$ cat src/rtl/legv8_subset_execute_top_macros.svh
// Assertion macros shared by the execute block.
`ifndef LEGV8_SUBSET_EXECUTE_TOP_MACROS_SVH
`define LEGV8_SUBSET_EXECUTE_TOP_MACROS_SVH

// Check an implication that holds in the same cycle.
`define LSE_ASSERT_NOW(name, pre, post, msg) \
  name: assert property (@(posedge clk) disable iff (rst) (pre) |-> (post)) else $error(msg);

// Check an implication whose consequence holds in the next cycle.
`define LSE_ASSERT_NEXT(name, pre, post, msg) \
  name: assert property (@(posedge clk) disable iff (rst) (pre) |=> (post)) else $error(msg);

`endif

$ cat src/rtl/lse_pkg.sv
// Shared constants, types and the opcode decoder of the execute block.
`default_nettype none

package lse_pkg;

  localparam int NUM_REGS   = 32;
  localparam int DATA_WIDTH = 32;
  localparam int REG_AW     = $clog2(NUM_REGS);
  localparam int INDEX_W    = 32;
  localparam int KIND_W     = 5;

  localparam logic [10:0] OP11_ADD  = 11'b10001011000;
  localparam logic [10:0] OP11_AND  = 11'b10001010000;
  localparam logic [10:0] OP11_EOR  = 11'b11001010000;
  localparam logic [10:0] OP11_SUB  = 11'b11001011000;
  localparam logic [10:0] OP11_STUR = 11'b11111000000;
  localparam logic [10:0] OP11_LDUR = 11'b11111000010;
  localparam logic [10:0] OP11_LSL  = 11'b11010011011;
  localparam logic [10:0] OP11_LSR  = 11'b11010011010;
  localparam logic [10:0] OP11_BR   = 11'b11010110000;
  localparam logic [10:0] OP11_SUBS = 11'b11101011000;
  localparam logic [10:0] OP11_MUL  = 11'b10011011000;

  localparam logic [9:0] OP10_ADDI  = 10'b1001000100;
  localparam logic [9:0] OP10_SUBI  = 10'b1101000100;
  localparam logic [9:0] OP10_ANDI  = 10'b1001001000;
  localparam logic [9:0] OP10_ORRI  = 10'b1011001000;
  localparam logic [9:0] OP10_SUBIS = 10'b1111000100;

  typedef enum logic [KIND_W-1:0] {
    K_UNKNOWN = 5'd0,
    K_ADD     = 5'd1,
    K_AND     = 5'd2,
    K_EOR     = 5'd3,
    K_SUB     = 5'd4,
    K_LSL     = 5'd5,
    K_LSR     = 5'd6,
    K_BR      = 5'd7,
    K_SUBS    = 5'd8,
    K_MUL     = 5'd9,
    K_ADDI    = 5'd10,
    K_SUBI    = 5'd11,
    K_ANDI    = 5'd12,
    K_ORRI    = 5'd13,
    K_SUBIS   = 5'd14,
    K_STUR    = 5'd15,
    K_LDUR    = 5'd16
  } kind_t;

  // Everything one executed instruction produces.
  typedef struct packed {
    kind_t                  kind;
    logic                   write;
    logic [REG_AW-1:0]      dest;
    logic [DATA_WIDTH-1:0]  value;
    logic                   set_flags;
    logic                   neg;
    logic                   zero;
    logic                   branch;
    logic [INDEX_W-1:0]     next;
  } exec_result_t;

  // Try the 11-bit opcode first, then fall back to the 10-bit one.
  function automatic kind_t decode_kind(input logic [31:0] word);
    kind_t k;
    k = K_UNKNOWN;
    unique case (word[31:21])
      OP11_ADD:  k = K_ADD;
      OP11_AND:  k = K_AND;
      OP11_EOR:  k = K_EOR;
      OP11_SUB:  k = K_SUB;
      OP11_STUR: k = K_STUR;
      OP11_LDUR: k = K_LDUR;
      OP11_LSL:  k = K_LSL;
      OP11_LSR:  k = K_LSR;
      OP11_BR:   k = K_BR;
      OP11_SUBS: k = K_SUBS;
      OP11_MUL:  k = K_MUL;
      default: begin
        unique case (word[31:22])
          OP10_ADDI:  k = K_ADDI;
          OP10_SUBI:  k = K_SUBI;
          OP10_ANDI:  k = K_ANDI;
          OP10_ORRI:  k = K_ORRI;
          OP10_SUBIS: k = K_SUBIS;
          default:    k = K_UNKNOWN;
        endcase
      end
    endcase
    return k;
  endfunction

endpackage

`default_nettype wire

$ cat src/rtl/lse_regfile.sv
// Register file: synchronous memory with valid bits and write-back forwarding.
`default_nettype none

module lse_regfile
  import lse_pkg::*;
(
  input  wire logic                  clk,
  input  wire logic                  rst,
  input  wire logic                  rd_en,
  input  wire logic [REG_AW-1:0]     rd_addr_a,
  input  wire logic [REG_AW-1:0]     rd_addr_b,
  input  wire logic                  wr_en,
  input  wire logic [REG_AW-1:0]     wr_addr,
  input  wire logic [DATA_WIDTH-1:0] wr_data,
  output logic      [DATA_WIDTH-1:0] rd_data_a,
  output logic      [DATA_WIDTH-1:0] rd_data_b
);

  logic [DATA_WIDTH-1:0] mem [NUM_REGS];
  logic [NUM_REGS-1:0]   written;

  logic [DATA_WIDTH-1:0] mem_q_a;
  logic [DATA_WIDTH-1:0] mem_q_b;
  logic                  live_a;
  logic                  live_b;
  logic [REG_AW-1:0]     addr_q_a;
  logic [REG_AW-1:0]     addr_q_b;

  // Last write, kept to cover a read taken on the same edge as that write.
  logic                  wb_valid;
  logic [REG_AW-1:0]     wb_addr;
  logic [DATA_WIDTH-1:0] wb_data;

  always_ff @(posedge clk) begin
    if (wr_en) begin
      mem[wr_addr] <= wr_data;
    end
    if (rd_en) begin
      mem_q_a <= mem[rd_addr_a];
      mem_q_b <= mem[rd_addr_b];
    end
  end

  always_ff @(posedge clk) begin
    if (rst) begin
      written  <= '0;
      wb_valid <= 1'b0;
      live_a   <= 1'b0;
      live_b   <= 1'b0;
    end else begin
      if (wr_en) begin
        written[wr_addr] <= 1'b1;
        wb_valid         <= 1'b1;
      end
      if (rd_en) begin
        live_a <= written[rd_addr_a];
        live_b <= written[rd_addr_b];
      end
    end
  end

  always_ff @(posedge clk) begin
    if (wr_en) begin
      wb_addr <= wr_addr;
      wb_data <= wr_data;
    end
    if (rd_en) begin
      addr_q_a <= rd_addr_a;
      addr_q_b <= rd_addr_b;
    end
  end

  always_comb begin
    if (wb_valid && (wb_addr == addr_q_a)) begin
      rd_data_a = wb_data;
    end else begin
      rd_data_a = live_a ? mem_q_a : '0;
    end
    if (wb_valid && (wb_addr == addr_q_b)) begin
      rd_data_b = wb_data;
    end else begin
      rd_data_b = live_b ? mem_q_b : '0;
    end
  end

endmodule

`default_nettype wire

$ cat src/rtl/lse_alu.sv
// Execute logic: decode one instruction and compute its write-back, flags and next index.
`default_nettype none

module lse_alu
  import lse_pkg::*;
(
  input  wire logic [31:0]           word,
  input  wire logic [DATA_WIDTH-1:0] op_a,
  input  wire logic [DATA_WIDTH-1:0] op_b,
  input  wire logic [INDEX_W-1:0]    prog_index,
  input  wire logic                  neg_flag,
  input  wire logic                  zero_flag,
  output exec_result_t               res
);

  kind_t                   kind;
  logic [5:0]              shamt;
  logic                    shift_out;
  logic [DATA_WIDTH-1:0]   imm;
  logic [2*DATA_WIDTH-1:0] prod;
  logic [DATA_WIDTH-1:0]   v;
  logic                    write;
  logic                    set_flags;

  assign kind      = decode_kind(word);
  assign shamt     = word[15:10];
  assign shift_out = ({1'b0, shamt} >= 7'(DATA_WIDTH));
  assign imm       = {{(DATA_WIDTH-12){1'b0}}, word[21:10]};
  assign prod      = op_a * op_b;

  always_comb begin
    v         = '0;
    write     = 1'b1;
    set_flags = 1'b0;
    unique case (kind)
      K_ADD:   v = op_a + op_b;
      K_AND:   v = op_a & op_b;
      K_EOR:   v = op_a ^ op_b;
      K_SUB:   v = op_a - op_b;
      K_SUBS: begin
        v         = op_a - op_b;
        set_flags = 1'b1;
      end
      K_MUL:   v = prod[DATA_WIDTH-1:0];
      K_LSL:   v = shift_out ? '0 : (op_a << shamt);
      K_LSR:   v = shift_out ? '0 : (op_a >> shamt);
      K_ADDI:  v = op_a + imm;
      K_SUBI:  v = op_a - imm;
      K_ANDI:  v = op_a & imm;
      K_ORRI:  v = op_a | imm;
      K_SUBIS: begin
        v         = op_a - imm;
        set_flags = 1'b1;
      end
      default: write = 1'b0;
    endcase
  end

  always_comb begin
    res           = '0;
    res.kind      = kind;
    res.write     = write;
    res.dest      = write ? word[REG_AW-1:0] : '0;
    res.value     = write ? v : '0;
    res.set_flags = set_flags;
    res.neg       = set_flags ? v[DATA_WIDTH-1] : neg_flag;
    res.zero      = set_flags ? (v == '0) : zero_flag;
    res.branch    = (kind == K_BR);
    res.next      = (kind == K_BR) ? op_a[INDEX_W-1:0] : prog_index + INDEX_W'(1);
  end

endmodule

`default_nettype wire

$ cat src/rtl/legv8_subset_execute_top.sv
// Top level of the LEGv8 subset execute block.
// Requests pass the execute stage and then the output register, one per cycle while
//   result_stall is low; the register file is read on the accept edge and
//   written in the execute cycle, with the last write forwarded to the following read.
// Reset: rst clears the pipeline valids, program index, flags and the register valid
//   bits, so every register reads as zero at once; no clearing pass is needed.
`default_nettype none

`include "legv8_subset_execute_top_macros.svh"

module legv8_subset_execute_top
  import lse_pkg::*;
(
  input  wire logic                  clk,
  input  wire logic                  rst,
  // request channel
  input  wire logic                  instr_valid,
  output logic                       instr_stall,
  input  wire logic [31:0]           instr_word,
  // result channel
  output logic                       result_valid,
  input  wire logic                  result_stall,
  output logic [KIND_W-1:0]          instr_kind,
  output logic                       wrote_reg,
  output logic [REG_AW-1:0]          dest_index,
  output logic [31:0]                dest_value,
  output logic                       neg_out,
  output logic                       zero_out,
  output logic                       branched,
  output logic [INDEX_W-1:0]         next_index
);

  // Execute stage: holds the request while its operands come out of the register file.
  logic        s1_valid;
  logic [31:0] s1_word;
  logic        s1_fire;
  logic        accept;

  // Architectural state kept in flops.
  logic [INDEX_W-1:0] prog_index;
  logic               neg_flag;
  logic               zero_flag;

  logic [DATA_WIDTH-1:0] op_a;
  logic [DATA_WIDTH-1:0] op_b;
  exec_result_t          res;

  // Advance the execute stage whenever the output register is free or draining.
  assign s1_fire     = s1_valid && (!result_valid || !result_stall);
  assign instr_stall = s1_valid && !s1_fire;
  assign accept      = instr_valid && !instr_stall;

  // Register file: read Rn and Rm on the accept edge, write back on the execute edge.
  lse_regfile u_regfile (
    .clk       (clk),
    .rst       (rst),
    .rd_en     (accept),
    .rd_addr_a (instr_word[9:5]),
    .rd_addr_b (instr_word[20:16]),
    .wr_en     (s1_fire && res.write),
    .wr_addr   (res.dest),
    .wr_data   (res.value),
    .rd_data_a (op_a),
    .rd_data_b (op_b)
  );

  lse_alu u_alu (
    .word       (s1_word),
    .op_a       (op_a),
    .op_b       (op_b),
    .prog_index (prog_index),
    .neg_flag   (neg_flag),
    .zero_flag  (zero_flag),
    .res        (res)
  );

  // Control state: pipeline valids, program index and flags.
  always_ff @(posedge clk) begin
    if (rst) begin
      s1_valid     <= 1'b0;
      result_valid <= 1'b0;
      prog_index   <= '0;
      neg_flag     <= 1'b0;
      zero_flag    <= 1'b0;
    end else begin
      if (accept) begin
        s1_valid <= 1'b1;
      end else if (s1_fire) begin
        s1_valid <= 1'b0;
      end
      if (s1_fire) begin
        result_valid <= 1'b1;
        prog_index   <= res.next;
        neg_flag     <= res.neg;
        zero_flag    <= res.zero;
      end else if (!result_stall) begin
        result_valid <= 1'b0;
      end
    end
  end

  // Payload: capture the request word, then the finished result.
  always_ff @(posedge clk) begin
    if (accept) begin
      s1_word <= instr_word;
    end
    if (s1_fire) begin
      instr_kind <= res.kind;
      wrote_reg  <= res.write;
      dest_index <= res.dest;
      dest_value <= res.value[31:0];
      neg_out    <= res.neg;
      zero_out   <= res.zero;
      branched   <= res.branch;
      next_index <= res.next;
    end
  end

  // A retired instruction always lands in the output register.
  `LSE_ASSERT_NEXT(a_fire_fills_out, s1_fire, result_valid, "execute did not fill the output")
  // The program index always matches the last reported next index.
  `LSE_ASSERT_NEXT(a_index_tracks, s1_fire, prog_index == next_index, "program index diverged")
  // A branch never writes a register.
  `LSE_ASSERT_NOW(a_br_no_write, result_valid && branched, !wrote_reg, "branch wrote a register")
  // Only SUBS and SUBIS may move the flags.
  `LSE_ASSERT_NEXT(a_flags_hold, s1_fire && !res.set_flags,
    neg_flag == $past(neg_flag) && zero_flag == $past(zero_flag), "flags moved")

endmodule

`default_nettype wire
$ cat config.mk
export PLATFORM = sky130hd
export DESIGN_NAME = legv8_subset_execute_top
export DESIGN_NICKNAME = d
export VERILOG_FILES = /design/src/rtl/lse_pkg.sv /design/src/rtl/lse_regfile.sv /design/src/rtl/lse_alu.sv /design/src/rtl/legv8_subset_execute_top.sv
export VERILOG_INCLUDE_DIRS = /design/src /design/src/rtl
export SDC_FILE = /design/constraint.sdc
export NUM_CORES = 2
export LEC_CHECK = 0
export BUFFER_PORTS_ARGS = -buffer_cell sky130_fd_sc_hd__clkbuf_2
export CORE_MARGIN = 2
export CORE_UTILIZATION = 50
export CTS_BUF_LIST = sky130_fd_sc_hd__clkbuf_2
export CTS_CLUSTER_SIZE = 16
export DETAILED_ROUTE_END_ITERATION = 10
export PLACE_DENSITY = 0.66
export SYNTH_ARGS = -nofsm -noshare
export SYNTH_HDL_FRONTEND = slang
export SYNTH_HIERARCHICAL = 1
export SYNTH_SLANG_ARGS = --single-unit
$ cat constraint.sdc
create_clock -name clk -period 12.9 [get_ports clk]
set_clock_uncertainty 0.05 [all_clocks]
set_input_delay 0.645 -clock clk [delete_from_list [all_inputs] [get_ports clk]]
set_output_delay 0.645 -clock clk [all_outputs]
set_load 0.02 [all_outputs]
==> metrics <==
post-route setup TNS 0 ns; number of nets in the synthesized netlist 6577; number of flip-flops under the largest register name approximately 1000; Total Power roughly 9000 µW; share of the clock period used by the worst path 0.852; crit-path leading delay family adder cells; static leakage between 0.03 and 0.04 µW; required time at the endpoint of the critical path 14.66 ns; RSZ-0062 raised after global routing false; Setup Crit Path Kind reg2reg; slew margin rel. 0.107; final cell count without fillers between 8000 and 9000; Critical Path Sink Type register; mean number of vias per cell 6.56; layout overhead on the synthesized area 9.31%; final setup violation count 0; cell internal power dissipation around 6400 µW; clock period minus worst slack 10.99 ns; Clk Latency, worst-skew pair 1.86 ns; sequential power share 0.518; effective utilization at floorplan 0.503; sw frac 0.297; Final Hold Vio Count 0; Post-CTS Setup Inserts 0; register containing the most flip-flops in the final layout u_regfile/mem; routability congestion estimate from global placement 1.03; Multi-input gate area 0.0416 mm²; die area ~0.17 mm²; share of total power in combinational logic 0.159; 1st-iter DRT viols ~7800; clock buffer count from CTS approximately 350; VDD IR max 0.0983 mV; number of nets in the finished design 6904; layout cells sized above 1 0.264; Arrival @ worst endpoint ~13 ns; max-cap violation count 0; final wirelength 284000 µm; Placed Cells incl. Taps 8008; vias in the first global route 58000; worst setup timing slack at the placement stage 1.90 ns; HP Class in2reg; sequential cell area slightly below 0.04 mm²; mean post-synth cell area 14.0 µm²; clock slew at the register clock pins of the worst setup and hold paths 0.12 ns; final routed wire length divided by cell count 32.7 µm; cell type with the highest occurrence count on the critical path sky130_fd_sc_hd__fa_1; post-cts sizing count 0; Max Fanout on Critical Path 40; count of H-tree levels built during CTS 5; HPWL after DPL 182000 µm; Max stage delay on crit path 0.89 ns; global-route wire length before repair 409000 µm; share of the core filled with cells 0.550; result of the run finished with violations; Clock Sink Count 1311; power per cell area 99.6 mW/mm²; Longest Clk Path Bufs 4; number of max-slew violations in the final report 0; Setup WS post-layout 1.91 ns; GRT Overall Usage 0.339; initial antenna violation count 22; number of remaining DRC errors 51; net switching power about 2700 µW; area of the mapped netlist 0.0830 mm²; IO Port Bufs roughly 120; Gate Count Post-Synth roughly 5900; maximum achievable frequency 0.0910 GHz; slew of the pin with the lowest slew margin 1.34 ns; area of the core 0.165 mm²; Startpoint Class register; clock share of power 0.323; crit path max-delay cell type sky130_fd_sc_hd__or4b_2; buffering stage count on the worst path with inverters included 6; ports placed on the boundary 116; CTS Root Buffer Type sky130_fd_sc_hd__clkbuf_2; total congestion overflow 0; largest net degree at the start of global routing 134; number of search-and-repair iterations in the first detailed-routing pass 9; number of routed nets with antenna violations 0; CTS tree done; Placement Rows 149; Fill cells approximately 13000; DIE HEIGHT between 400 and 500 µm; violations in the final reports DRC; via count 57100; DIE WIDTH 411 µm; Yosys warning count 6
## routing by layer
layer  up-vias  track usage  part of all wire
li1      23100            -                 -
met1     29300        0.452              0.37
met2      3798        0.516              0.46
met3       798       0.0848              0.11
met4        10        0.174             0.056
met5         -            0           0.00022
## power by group through the flow
| stage | sequential, µW | clock, µW | combinational [µW] |
|---|---|---|---|
| after global routing | 4690 | 3180 | 1510 |
| after floorplan | 4780 | 0 | 896 |
| after global placement | 4780 | 0 | 1370 |
| final | 4690 | 2920 | 1440 |
| after CTS | 4680 | 2990 | 1410 |
| after detailed placement | 4780 | 0 | 1370 |
## layout make-up
type / count / area share
Clock inverter: 96 / 0.00687
Antenna cell: 18 / 0.000496
Sequential cell: 1311 / 0.426
Timing Repair Buffer: 408 / 0.0349
Tap cell: 2189 / 0.0302
Inverter: 417 / 0.0172
Clock buffer: 473 / 0.0261
Multi-Input combinational cell: 3782 / 0.458
## timing repair
action | CTS | global route
hold buffers | 99 | 0
setup endpoints to repair | 0 | 0
endpoints found under the hold margin | 305 | 0
## cells in the final DEF (no fill, tap or decap), types with 54 or more instances in the layout
master,count
sky130_fd_sc_hd__clkinv_1,64
sky130_fd_sc_hd__a21oi_1,122
sky130_fd_sc_hd__buf_4,193
sky130_fd_sc_hd__mux4_2,672
sky130_fd_sc_hd__nor2_1,215
sky130_fd_sc_hd__dlygate4sd3_1,98
sky130_fd_sc_hd__nand3_1,56
sky130_fd_sc_hd__ha_1,190
sky130_fd_sc_hd__nand2_1,568
sky130_fd_sc_hd__edfxtp_1,1240
sky130_fd_sc_hd__xnor2_1,86
sky130_fd_sc_hd__o21ai_0,125
sky130_fd_sc_hd__nand2b_1,94
sky130_fd_sc_hd__and2_1,308
sky130_fd_sc_hd__dfxtp_1,69
sky130_fd_sc_hd__fa_1,409
sky130_fd_sc_hd__clkbuf_2,577
sky130_fd_sc_hd__mux2i_1,138
sky130_fd_sc_hd__nor3_1,54
sky130_fd_sc_hd__inv_1,415
sky130_fd_sc_hd__mux2_2,86
sky130_fd_sc_hd__xor2_1,56
## metrics by stage
step | hold slack [ns] | instance area [µm²]
after global routing | 0.144 | 90700
final | 0.216 | 90700
after detailed placement | 0.417 | 86700
after floorplan | 0.396 | 83000
after CTS | 0.0232 | 90700
after global placement | 0.409 | 86700
## path summary, 6_finish.rpt
path	from	slack [ns]	to	depth (start not counted)
setup / recovery	u_regfile/wb_addr[1]	1.91	zero_flag	32
hold / removal	result_stall	0.22	dest_value[17]	4
setup reg to reg	u_regfile/wb_addr[1]	1.91	zero_flag	32
hold reg to reg	neg_flag	0.44	neg_flag	2
## worst reg2reg max path: cells and delay by family (launching register included)
kind / cells / cell delay (ns)
adder cells (fa/ha/maj): 9 / 4.18
buffers and inverters: 6 / 0.66
multiplexers: 1 / 0.12
AO/OA/AOI/OAI: 6 / 2.29
XOR/XNOR: 1 / 0.19
AND/OR/NAND/NOR: 9 / 3.09
flip-flops: 1 / 0.44
Note: power is estimated with default switching activity, not from simulation.
